### src/sv/ppeq_pkg.sv
// ----------------------------------------------------------------------------
// ppeq_pkg
// Shared constants, codes, types and helpers of the per-process event queues.
// ----------------------------------------------------------------------------
package ppeq_pkg;

    // Sizing
    localparam int SLOTS       = 32;
    localparam int QUEUE_DEPTH = 32;
    localparam int EVENT_WIDTH = 64;

    localparam int SLOT_W  = (SLOTS > 1) ? $clog2(SLOTS) : 1;
    localparam int PTR_W   = $clog2(QUEUE_DEPTH);
    localparam int ADDR_W  = (SLOTS * QUEUE_DEPTH > 1) ? $clog2(SLOTS * QUEUE_DEPTH) : 1;
    localparam int STORE_DEPTH = SLOTS * QUEUE_DEPTH;

    // Port field widths
    localparam int CMD_W     = 2;
    localparam int PID_W     = 16;
    localparam int INDEX_W   = 5;
    localparam int DATA_W    = 64;
    localparam int STATUS_W  = 2;

    // Command codes
    localparam logic [CMD_W-1:0] CMD_ENQUEUE = 2'd0;
    localparam logic [CMD_W-1:0] CMD_POLL    = 2'd1;
    localparam logic [CMD_W-1:0] CMD_BIND    = 2'd2;

    // Status codes
    localparam logic [STATUS_W-1:0] STATUS_OK      = 2'd0;
    localparam logic [STATUS_W-1:0] STATUS_FULL    = 2'd1;
    localparam logic [STATUS_W-1:0] STATUS_MISSING = 2'd2;

    typedef logic [SLOT_W-1:0] slot_t;
    typedef logic [PTR_W-1:0]  ptr_t;
    typedef logic [ADDR_W-1:0] addr_t;

    // Bind write into the owner directory
    typedef struct packed {
        logic               en;
        slot_t              slot;
        logic [PID_W-1:0]   owner;
    } bind_req_t;

    // Owner lookup result
    typedef struct packed {
        logic   hit;
        slot_t  slot;
    } slot_match_t;

    // Step a ring pointer, wrapping at the queue depth
    function automatic ptr_t ptr_advance(input ptr_t p);
        ptr_t r;
        if (p == ptr_t'(QUEUE_DEPTH - 1))
            r = '0;
        else
            r = p + ptr_t'(1);
        return r;
    endfunction

    // Event store address of one ring entry
    function automatic addr_t store_addr(input slot_t s, input ptr_t p);
        addr_t a;
        a = addr_t'(s) * addr_t'(QUEUE_DEPTH) + addr_t'(p);
        return a;
    endfunction

endpackage

### src/sv/ppeq_slot_dir.sv
// ----------------------------------------------------------------------------
// ppeq_slot_dir
// Owner directory: bound flags and owner ids of all slots, a registered
// compare vector against the looked-up process id, and a lowest-slot-first
// priority encoder on that vector.
// ----------------------------------------------------------------------------
module ppeq_slot_dir (
    input  logic                        clk,
    input  logic                        rst_n,
    input  logic                        lookup_en,
    input  logic [ppeq_pkg::PID_W-1:0]  lookup_pid,
    input  ppeq_pkg::bind_req_t         bind_req,
    output ppeq_pkg::slot_match_t       match
);
    import ppeq_pkg::*;

    logic             bound_reg [SLOTS];
    logic [PID_W-1:0] owner_reg [SLOTS];
    logic [SLOTS-1:0] hit_vec_reg;
    logic [SLOTS-1:0] hit_vec_next;

    // Compare every bound slot against the incoming id
    always_comb
    begin
        for (int i = 0; i < SLOTS; i++)
        begin
            hit_vec_next[i] = bound_reg[i] && (owner_reg[i] == lookup_pid);
        end
    end

    // Capture the compare vector when a command is taken
    always_ff @(posedge clk or negedge rst_n)
    begin
        if (!rst_n)
        begin
            hit_vec_reg <= '0;
        end
        else if (lookup_en)
        begin
            hit_vec_reg <= hit_vec_next;
        end
    end

    // Bind: set owner and mark the slot bound
    always_ff @(posedge clk or negedge rst_n)
    begin
        if (!rst_n)
        begin
            for (int i = 0; i < SLOTS; i++)
            begin
                bound_reg[i] <= 1'b0;
                owner_reg[i] <= '0;
            end
        end
        else if (bind_req.en)
        begin
            bound_reg[bind_req.slot] <= 1'b1;
            owner_reg[bind_req.slot] <= bind_req.owner;
        end
    end

    // Pick the lowest-numbered matching slot
    always_comb
    begin
        match.hit  = 1'b0;
        match.slot = '0;
        for (int i = SLOTS - 1; i >= 0; i--)
        begin
            if (hit_vec_reg[i])
            begin
                match.hit  = 1'b1;
                match.slot = slot_t'(i);
            end
        end
    end

endmodule

### config.mk
export PLATFORM = sky130hd
export DESIGN_NAME = ppeq_slot_dir
export DESIGN_NICKNAME = d
export VERILOG_FILES = /design/src/sv/ppeq_pkg.sv /design/src/sv/ppeq_slot_dir.sv
export SDC_FILE = /design/constraint.sdc
export NUM_CORES = 1
export LEC_CHECK = 0
export BUFFER_PORTS_ARGS = -buffer_cell sky130_fd_sc_hd__buf_4
export CAP_MARGIN = 20
export CORE_MARGIN = 8
export CORE_UTILIZATION = 45
export DETAILED_ROUTE_END_ITERATION = 10
export SYNTH_ARGS = -nofsm -noshare
export SYNTH_HDL_FRONTEND = slang
export SYNTH_SLANG_ARGS = --single-unit
### constraint.sdc
create_clock -name clk -period 2.99 [get_ports clk]
set_clock_uncertainty 0.2 [all_clocks]
set_input_delay 0.299 -clock clk [delete_from_list [all_inputs] [get_ports clk]]
set_output_delay 0.299 -clock clk [all_outputs]
set_load 0.02 [all_outputs]
; After elaboration in Yosys (flattened, before gate mapping)
; Cells that the tools add are included.
[totals]
reg_bits = 576
in_bits = 41
out_inout_bits = 6
elab_cells = 171
[op_classes]
n_lt_le_gt_ge = 2
n_eq_ne = 32
mux = 37
bitwise_logic = 2
reduce_logical = 33
[ops]
columns = operator, n
row1 = 512-bit bitwise mux, 1
row2 = 16-bit == test, 32
row3 = 6-bit 2-to-1 mux, 32
row4 = 16-bit demux with 5-bit select, 1
row5 = 1-bit logical AND, 33
row6 = 32-bit bitwise OR, 1
row7 = 16-bit 2-to-1 mux, 1
row8 = "6-bit >= comparator, second input constant", 1
row9 = "6-bit by 1-bit less-than comparator with 1-bit output, second input constant", 1
row10 = 5-bit NOT with 6-bit output, 1
row11 = 1-bit demux with 5-bit select, 1
row12 = 1-bit 2-to-1 mux, 1

; Logic depth before layout (Yosys ltp)
; Gate-level depths: netlist of run 1.
[depth]
word_depth = 32
depth_mapped = 6

; Least setup slack after synthesis of run 1
; OpenSTA, ideal clock, no wires.
[synth_path]
kind = register to output
start = register hit_vec_reg[12]
end = output match[0] (netlist bit)
arrival_ns = 1.771
required_time_ns = 2.491
setup_slack_ns = 0.720
stages_incl_launch_ff = 6
path_buffers = 0
path_cell_list = dfrtp_1 -> inv_1 -> o21ai_0 -> a2111oi_0 -> a2111oi_0 -> a221oi_1
[synth_rtl]
columns = item, line_no
row1 = "start, declared", ppeq_slot_dir.sv:19  ; logic [SLOTS-1:0] hit_vec_reg;
row2 = "start signal, assigned", ppeq_slot_dir.sv:40  ; hit_vec_reg <= hit_vec_next;
row3 = "end, declared", ppeq_slot_dir.sv:13  ; output ppeq_pkg::slot_match_t match

==> results of run 1 <==
power by group through the flow:
stage / registers [mW] / logic [mW] / clock network, mW
after floorplan: 10.1 / 2.76 / 0
after global placement: 10.2 / 3.59 / 0
after detailed placement: 10.3 / 3.69 / 0
after CTS: 10.2 / 3.72 / 7.72
after global routing: 10.4 / 4.03 / 8.01
final: 10.2 / 3.68 / 7.55
logic make-up (layout without fill, tap and decap cells):
| group | count (synthesis) | after routing | synth area share, % |
|---|---|---|---|
| flip-flops | 576 | 576 | 51.1 |
| AO/OA/AOI/OAI | 56 | 56 | 1.29 |
| other | 0 | 1 | 0 |
| buffers and inverters | 192 | 252 | 3.48 |
| multiplexers | 512 | 512 | 21.0 |
| AND/OR/NAND/NOR | 302 | 302 | 7.24 |
| XOR/XNOR | 512 | 512 | 15.9 |
cells in the final DEF (no fill, tap or decap), types with 3 or more instances in the layout:
cell       instances
nand3b_4           3
nand2b_1          16
buf_4             83
mux2_4            45
dfrtp_1          576
nor2_8             8
clkbuf_1          26
a21oi_1            6
or2_2             16
nor3_1            35
clkbuf_8          19
buf_12            19
nand4_1           32
nand2_1            5
clkinv_2           3
mux2_1            13
xnor2_1           32
nand3_1           37
clkbuf_16         62
nor4_1           101
nor2_4             8
nor2_1             6
o22ai_1           32
nor3b_4            4
nand2_2           16
mux2_2           454
xor2_1           480
inv_1             32
final timing paths:
check	startpoint	endpoint	cells past startpoint
max in group asynchronous	rst_n	owner_reg[231]	4
min reg2reg	bound_reg[24]	bound_reg[24]	1
max reg2reg	owner_reg[323]	hit_vec_reg[11]	4
min	lookup_en	hit_vec_reg[0]	2
max	hit_vec_reg[28]	match[0]	6
min in group asynchronous	rst_n	owner_reg[261]	3
area by class of cell:
type	count	area [um^2]	area share (%)
antenna	1	2.50	0.00793
clock buffer	107	1910	6.06
clock inverter	7	91.3	0.290
inverter	33	124	0.393
multi-input combinational	1382	12900	40.9
sequential	576	14400	45.7
tap	846	1060	3.36
timing repair buffer	105	1040	3.29
per-layer routing:
layer,GRT usage (%),share of wire (%)
met5,0,0
met4,5.90,2.4
met3,3.10,3.9
met2,36.5,46
met1,33.6,48
per-stage QoR:
| stage | area [um^2] | hold WS, ns | setup slack (ns) |
|---|---|---|---|
| 3_5_place_dp | 29400 | 0.0534 | 0.360 |
| 5_1_grt | 31500 | 0.0327 | -0.0349 |
| 6_report | 31500 | 0.0314 | 0.0378 |
| 2_1_floorplan | 28200 | -0.197 | 0.720 |
| 3_3_place_gp | 29400 | 0.0573 | 0.369 |
| 4_1_cts | 31500 | 0.00176 | -0.0122 |
synth_stat cells, drive strengths merged, types with 32 or more instances:
cell type / count / area (um^2)
clkbuf: 67 / 251
nor3: 36 / 191
buf: 92 / 608
nor4: 103 / 644
xor2: 480 / 4200
dfrtp: 576 / 14400
inv: 33 / 124
mux2: 512 / 5930
nand3: 38 / 195
nand4: 32 / 200
o22ai: 32 / 200
xnor2: 32 / 280
critical path, stage by stage (launching register included):
cell       delay [ns]
dfrtp_1          0.41
nor3b_2          0.24
a211oi_2         0.08
o31ai_4          0.31
o2111ai_2        0.18
a221oi_2         0.40
buf_4            0.22
what timing repair did:
action                     4_1_cts  5_1_grt
pin swaps                        1        5
gates resized for setup          5       13
buffers inserted                 0        1
hold endpoints to repair       463        0
setup endpoints to repair        2        3
hold buffers                     3        0
==> flow_summary_export.csv, run 1 <==
group,metric,value,unit
floorplan,pin_count,47,
sta,tightest_slew,0.792,ns
cts,clk_path_buf_depth,3,
sta,maxSlewViolCount,0,
final_layout,nFillCells,5375,
routing,drt-total-wl,82300,um
worst_setup_path,crit_path_end_kind,"output pin",
pwr,p_leak,14.6,nW
sta,setup-tns-final,0,ns
floorplan,fp.coreArea,0.0625,mm^2
global_routing,grt_max_degree,96,
synthesis,synth_edf_count,0,
synthesis,synthCells,2150,
cts,tritoncts,"done",
final_layout,drive_gt1_share,34.5,%
pwr,total_power,21.4,mW
routing,drc,0,
worst_setup_path,worstSetupPathType,"reg -> out",
pwr,seqPwrFrac,47.6,%
final_layout,largest_register_ffs,512,
pwr,p_clk_share,35.2,%
routing,drtAntennaViolNets,0,
pwr,switching_share,27.2,%
sta,relSlewSlack,47.2,%
worst_setup_path,reg2reg_slack,1.20,ns
pwr,power_frac_comb,17.2,%
synthesis,avgSynthCellArea,13.1,um^2
synthesis,netlist_area,0.0282,mm^2
final_layout,nets,2200,
routing,num_vias,17000,
floorplan,start_util,45.2,%
synthesis,ys_types,48,
sta,rsz0062_at_grt,"yes",
floorplan,rows,92,
job,maxCapViolCount,0,
placed_design,placedCellCount,2938,
synthesis,synth_warnings,0,
pwr,switchingPower,5.82,mW
routing,viasPerCell,5.55,
sta,finalSetupViolCount,0,
sta,hold_violations,0,
worst_setup_path,worstPathRequired,2.49,ns
pwr,p_per_area,679,mW/mm^2
final_layout,instances_no_fill,3057,
placed_design,portBuffers,46,
synthesis,postSynth.asyncResetShare,100,%
floorplan,die_w,266,um
sta,fin_crit,2.95,ns
worst_setup_path,crit_fanout,3,
worst_setup_path,cp-start-kind,"flop",
run_status,status,"completed",
synthesis,ys_ff_latch,576,
cts,cts_max_level,2,
routing,first_pass_iters,4,
global_routing,grt_usage,23.2,%
synthesis,synthFlopType,"dfrtp_1",
global_routing,overflow,0,
hold_path,min_path_type,"in -> reg",
sta,fmaxAchievable,0.339,GHz
cts,cts-buffers-inserted,61,
sta,post-route-period-util,98.7,%
global_routing,grt_pass1_vias,17900,
final_layout,fin_util,50.5,%
final_layout,syn_to_final_growth,11.8,%
floorplan,die_area,0.0710,mm^2
cts,clock_latency,0.64,ns
worst_setup_path,worstPathArrival,2.45,ns
pwr,vdd_drop_max,542,uV
cts,clk_transition_reported_paths,0.06,ns
synthesis,synth_nets,2191,
floorplan,die_h,266,um
placed_design,globalplace.congestion,0.819,
pwr,p_int,15.6,mW
cts,cts.sinks,576,
global_routing,grt_pass1_wl,122000,um
synthesis,synth_seq_area_share,51.1,%
cts,cts_root_buf,"clkbuf_16",
routing,drt_iter0_markers,1076,
global_routing,antenna_found_initial,1,
routing,wl_per_cell,26.9,um
placed_design,hpwlAfterDp,47100,um
Note: power is estimated with default switching activity, not from simulation.
==> run 2, diff against run 1 <==
--- a/config.mk
+++ b/config.mk
@@ -5,6 +5,7 @@
 export SDC_FILE = /design/constraint.sdc
 export NUM_CORES = 1
 export LEC_CHECK = 0
+export ABC_AREA = 1
 export BUFFER_PORTS_ARGS = -buffer_cell sky130_fd_sc_hd__buf_4
 export CAP_MARGIN = 20
 export CORE_MARGIN = 8
==> run 2 against run 1 <==
  * Final area down 2.6%
  * Maximum frequency down 13%
  * The run now ends with negative setup slack left
  * Register-to-register slack worse by 0.31 ns
  * Highest routed layer is now met5
  * Worst hold slack worse by 0.0028 ns
  * Clock power grew 3.8%
  * Global-route usage up 3.3 points
  * First-iteration DRC count grew 150%
  * Critical path type unchanged
==> flow_summary_export.csv, run 2 <==
group,metric,value,unit
sta,maxSlewViolCount,0,
worst_setup_path,cpMostUsedCell,"nand2_1",
global_routing,overflow,0,
placed_design,globalplace.congestion,0.872,
global_routing,grt_pass1_wl,136000,um
hold_path,min_path_type,"in -> async",
floorplan,die_h,260,um
worst_setup_path,reg2reg_slack,0.89,ns
worst_setup_path,critPathSlowestCell,"dfrtp_1",
worst_setup_path,timing.rr.start,"owner_reg[301]",
synthesis,synth_warnings,0,
cts,clk_path_buf_depth,3,
sta,relSlewSlack,45.0,%
cts,cts_resized,0,
worst_setup_path,worstSetupPathType,"reg -> out",
pwr,seqPwrFrac,47.4,%
synthesis,synth_commonest_cells,"nand2_1, o21ai_0, dfrtp_1",
placed_design,portBuffers,46,
synthesis,yosysTopAreaCell,"dfrtp_1",
global_routing,grt_usage,26.5,%
final_layout,nFillCells,5417,
sta,setup-tns-final,-0.656,ns
sta,hold_violations,0,
worst_setup_path,crit_end,"match[0]",
synthesis,ys_ff_latch,576,
final_layout,final_cell_mix,"nand2_1, o21ai_0, dfrtp_1",
run_status,violations,"negative setup slack",
sta,fin_crit,3.39,ns
synthesis,synthFlopType,"dfrtp_1",
worst_setup_path,cp-start-kind,"flop",
cts,clock_latency,0.59,ns
synthesis,synth.most_common_cell,"nand2_1",
job,maxCapViolCount,0,
cts,cts.sinks,576,
floorplan,start_util,45.4,%
routing,num_vias,22700,
final_layout,ff_latch_area,0.0144,mm^2
final_layout,fin_util,52.1,%
global_routing,grt_max_degree,90,
synthesis,ys_types,38,
cts,cts_setup_buffers,0,
cts,tritoncts,"done",
routing,first_pass_iters,7,
pwr,p_clk_share,36.8,%
synthesis,netlist_area,0.0267,mm^2
sta,tightest_slew,0.824,ns
cts,cts-buffers-inserted,66,
floorplan,pin_count,47,
cts,clk_transition_reported_paths,0.06,ns
synthesis,synth_top_area_share,53.9,%
floorplan,fp.coreArea,0.0589,mm^2
pwr,p_leak,14.0,nW
synthesis,synthTopCellsByArea,"dfrtp_1, o21ai_0, nand2_1",
final_layout,instances_no_fill,3916,
synthesis,postSynth.asyncResetShare,100,%
routing,drc,0,
sta,rsz0062_at_grt,"yes",
final_layout,drive_gt1_share,10.2,%
global_routing,antenna_found_initial,3,
pwr,p_per_area,693,mW/mm^2
placed_design,hpwlAfterDp,54600,um
worst_setup_path,crit_fanout,2,
routing,viasPerCell,5.79,
worst_setup_path,worstPathArrival,2.89,ns
floorplan,die_w,260,um
cts,cts_max_level,3,
synthesis,synth_seq_area_share,53.9,%
synthesis,avgSynthCellArea,8.76,um^2
run_status,status,"finished, violations left",
sta,post-route-period-util,113,%
pwr,vdd_drop_max,519,uV
cts,cts_root_buf,"clkbuf_16",
synthesis,synth_edf_count,0,
global_routing,grt_pass1_vias,21600,
pwr,switchingPower,6.18,mW
worst_setup_path,worst_r2r_path_depth,8,
final_layout,multiInputGateArea,0.0108,mm^2
final_layout,largest_register_ffs,512,
sta,setup_slack,-0.395,ns
worst_setup_path,cpPeakStageDelay,0.37,ns
final_layout,nets,3139,
placed_design,placedCellCount,3788,
synthesis,synth_nets,3094,
pwr,total_power,21.3,mW
floorplan,die_area,0.0675,mm^2
pwr,power_frac_comb,15.8,%
routing,drt-total-wl,90400,um
sta,fmaxAchievable,0.295,GHz
final_layout,syn_to_final_growth,14.9,%
sta,finalSetupViolCount,3,
pwr,switching_share,29.0,%
pwr,p_int,15.1,mW
floorplan,rows,89,
routing,wl_per_cell,23.1,um
routing,drt_iter0_markers,2643,
worst_setup_path,worstPathRequired,2.49,ns
routing,drtAntennaViolNets,0,
worst_setup_path,startpoint,"hit_vec_reg[30]",
worst_setup_path,crit_path_end_kind,"output pin",
final_layout,final_common_cell,"nand2_1",
synthesis,synthCells,3053,
worst_setup_path,worstReg2RegEnd,"hit_vec_reg[13]",
-- run 2: cell types whose count changed in the layout (fill, tap and decap cells not counted), moves of 44 or more --
cell      before  now
a211oi_1       1   45
buf_4         83  172
inv_1         32  145
mux2_2       454    0
mux2_4        45    0
nand2_1        5  793
nor2_1         6   74
nor4_1       101   45
o21ai_0        2  629
xor2_1       480  140
-- run 2: area by class of cell --
cell class	instances	area share (%)
multi-input cells	2090	35.3
flip-flops and latches	576	46.9
well taps	773	3.15
clock inverters	13	0.232
repair buffers	206	5.91
diodes	1	0.00815
inverters	158	1.93
clock buffers	99	6.52
-- run 2: through the flow --
stage | worst slack (ns) | hold WS, ns | area, um^2
3_3_place_gp | 0.123 | 0.0584 | 28500
2_1_floorplan | 0.610 | -0.197 | 26700
4_1_cts | -0.420 | 0.0112 | 30700
6_report | -0.395 | 0.0285 | 30700
5_1_grt | -0.714 | 0.0697 | 30700
3_5_place_dp | 0.228 | 0.0625 | 28500
-- run 2: worst min-delay path by stage --
stage,start,end,slack [ns]
after floorplan,rst_n,bound_reg[0],-0.20
after global placement,rst_n,owner_reg[206],0.06
after detailed placement,rst_n,owner_reg[206],0.06
after CTS,lookup_pid[3],hit_vec_reg[14],0.01
after global routing,rst_n,owner_reg[244],0.07
final,rst_n,owner_reg[196],0.03
-- run 2: timing repair --
action                                  4_1_cts  5_1_grt
hold buffers                                 15        0
hold endpoints to repair                    343        0
gates cloned                                  0        0
endpoints found under the setup margin        3        5
-- run 2: worst max-delay path: cells and delay by family, from the launching register on --
kind	cells	cell delay (ns)
AOI/OAI and AO/OA	1	0.15
buffers and inverters	2	0.21
DFF	1	0.37
and+or+nand+nor	29	1.57
-- run 2: kinds of logic (layout without fill, tap and decap cells) --
group                     after synthesis  in the layout  share of synthesized area, %
AOI/OAI and AO/OA                     861            861                          18.3
xor gates and xnor gates              201            201                          6.58
buffers and inverters                 387            476                          5.50
DFF                                   576            576                          53.9
other                                   0              1                             0
and+or+nand+nor                      1028           1028                          15.7
-- run 2: power groups by stage --
stage	Clock (mW)	Sequential [mW]	Combinational [mW]
after CTS	7.97	10.0	3.36
after global routing	8.28	10.2	3.81
after detailed placement	0	10.2	3.33
after floorplan	0	9.94	2.26
final	7.84	10.1	3.36
after global placement	0	10.1	3.22
-- run 2: metal layers --
metal  GRT usage [%]  routed length [um]  up-vias
met3            4.94                7880      218
met1            36.3               37900    11100
met4            10.7                3790        2
li1                -                   -    10400
met5               0                  13        -
met2            41.4               40800      951
==> run 3, diff against run 2 <==
==> constraint.sdc (replaced) <==
create_clock -name clk -period 2.7 [get_ports clk]
set_clock_uncertainty 0.2 [all_clocks]
set_input_delay 0.27 -clock clk [delete_from_list [all_inputs] [get_ports clk]]
set_output_delay 0.27 -clock clk [all_outputs]
set_load 0.02 [all_outputs]
==> run 3 against run 2 <==
  * The run still ends with negative setup slack left
  * Combinational power grew 11%
  * Sequential share of layout area shrank 0.31 points
  * Sequential cell count is the same
  * Largest power group unchanged
  * Highest routed layer is now met4
==> flow_summary_export.csv, run 3 (synthesis gave the netlist of run 2 again) <==
group,metric,value,unit
sta,maxSlewViolCount,0,
pwr,p_per_area,755,mW/mm^2
final_layout,syn_to_final_growth,15.7,%
sta,tightest_slew,0.745,ns
placed_design,placedCellCount,3803,
worst_setup_path,critPathBufInv,2,
global_routing,met3_usage,4.58,%
cts,cts.sinks,576,
pwr,p_leak,14.1,nW
sta,setup_slack,-0.656,ns
worst_setup_path,worst-path-stages,32,
pwr,vdd_drop_max,500,uV
run_status,status,"finished, violations left",
floorplan,die_h,260,um
cts,tritoncts,"done",
final_layout,final_cell_mix,"nand2_1, o21ai_0, dfrtp_1",
floorplan,fp.coreArea,0.0589,mm^2
floorplan,pin_count,47,
routing,first_pass_iters,6,
global_routing,antenna_found_initial,3,
job,maxCapViolCount,0,
worst_setup_path,worstSetupPathType,"reg -> out",
floorplan,start_util,45.4,%
global_routing,busiest_layer,"met2",
routing,drt-total-wl,90000,um
global_routing,grt_pass1_vias,22000,
floorplan,rows,89,
sta,fmaxAchievable,0.298,GHz
final_layout,final_common_cell,"nand2_1",
cts,clock_latency,0.64,ns
global_routing,grt_max_degree,84,
routing,drt_iter0_markers,2603,
run_status,violations,"negative setup slack",
final_layout,instances_no_fill,3937,
worst_setup_path,crit_path_end_kind,"output pin",
placed_design,hpwlAfterDp,54600,um
placed_design,post-place-ws,-0.0368,ns
cts,clk_path_buf_depth,3,
sta,hold_violations,0,
cts,cts_setup_buffers,0,
cts,cts_root_buf,"clkbuf_16",
sta,finalSetupViolCount,6,
global_routing,overflow,0,
final_layout,drive_gt1_share,10.9,%
final_layout,ff_latch_area,0.0144,mm^2
hold_path,min_path_type,"in -> async",
worst_setup_path,cpPeakStageDelay,0.37,ns
global_routing,use_met1,35.7,%
worst_setup_path,cp-start-kind,"flop",
worst_setup_path,worst_r2r_path_depth,6,
placed_design,globalplace.congestion,0.881,
worst_setup_path,worstPathArrival,2.89,ns
final_layout,nFillCells,5403,
cts,cts_max_level,2,
global_routing,grt_pass1_wl,136000,um
placed_design,dpl_cell_area,0.0287,mm^2
cts,clk_transition_reported_paths,0.06,ns
routing,num_vias,22600,
routing,viasPerCell,5.75,
sta,relSlewSlack,49.7,%
floorplan,die_w,260,um
final_layout,stdcell_area,0.0309,mm^2
sta,post-route-period-util,124,%
global_routing,use_met2,41.0,%
routing,drtAntennaViolNets,0,
final_layout,multiInputGateArea,0.0109,mm^2
worst_setup_path,cpLargestDelayFamily,"simple AND/OR/NAND/NOR gates",
worst_setup_path,critPathSlowestCell,"dfrtp_1",
final_layout,nets,3154,
sta,rsz0062_at_grt,"yes",
routing,wl_per_cell,22.9,um
sta,fin_crit,3.36,ns
worst_setup_path,crit_fanout,2,
floorplan,die_area,0.0675,mm^2
routing,drc,0,
worst_setup_path,worstPathRequired,2.23,ns
global_routing,grt_usage,26.4,%
placed_design,portBuffers,46,
worst_setup_path,cpMostUsedCell,"nand2_1",
cts,cts-buffers-inserted,60,
final_layout,largest_register_ffs,512,
pwr,total_power,23.3,mW
[run 3: cell count changes in the layout (fill, tap and decap cells not counted), sizes merged]
cell and change:
buf +15, clkbuf -14, clkinv +6, dlygate4sd3 +6, bufinv +4, clkinvlp +4
diode +1, inv -1
[run 3: cell type report]
class	count	share of cell area [%]
diodes	2	0.0162
clock buffers	85	5.69
clock inverters	26	0.821
inverters	158	1.92
multi-input cells	2090	35.2
flip-flops and latches	576	46.6
well taps	773	3.13
repair buffers	227	6.61
[run 3: path summary, 6_finish.rpt]
path | from | to | slack (ns)
worst max-delay path | hit_vec_reg[30] | match[0] | -0.66
worst min-delay path | rst_n | owner_reg[29] | 0.02
worst max register to register | owner_reg[280] | hit_vec_reg[14] | 0.48
worst min register to register | bound_reg[30] | bound_reg[30] | 0.25
max in group asynchronous | rst_n | owner_reg[160] | 1.41
min in group clk | bind_req[19] | owner_reg[157] | 0.03
[run 3: per-stage QoR]
step / util, % / TNS (ns) / hold WS (ns)
after global placement: 48.6 / -0.132 / 0.0881
after global routing: 52.5 / -3.38 / 0.0198
final: 52.5 / -2.52 / 0.0150
after detailed placement: 48.6 / -0.0368 / 0.0858
after CTS: 52.5 / -2.22 / 0.00255
after floorplan: - / 0 / -0.226
[run 3: metal layers]
layer  vias to the layer above  wire length [um]
li1                      10400                 -
met1                     11000             37800
met2                       927             40300
met3                       273              6960
met4                         0              4860
met5                         -                 0
[run 3: timing repair]
item | CTS | global route
endpoints found under the setup margin | 6 | 7
resized for setup | 7 | 1
hold endpoints to repair | 603 | 0
pin swaps | 1 | 0
hold buffers | 21 | 0
[run 3: power breakdown]
part           internal [mW]  leakage [nW]  switching [mW]
logic                   1.56          5.76            2.18
clock network           4.90         0.990            3.54
registers               10.1          7.33            1.08
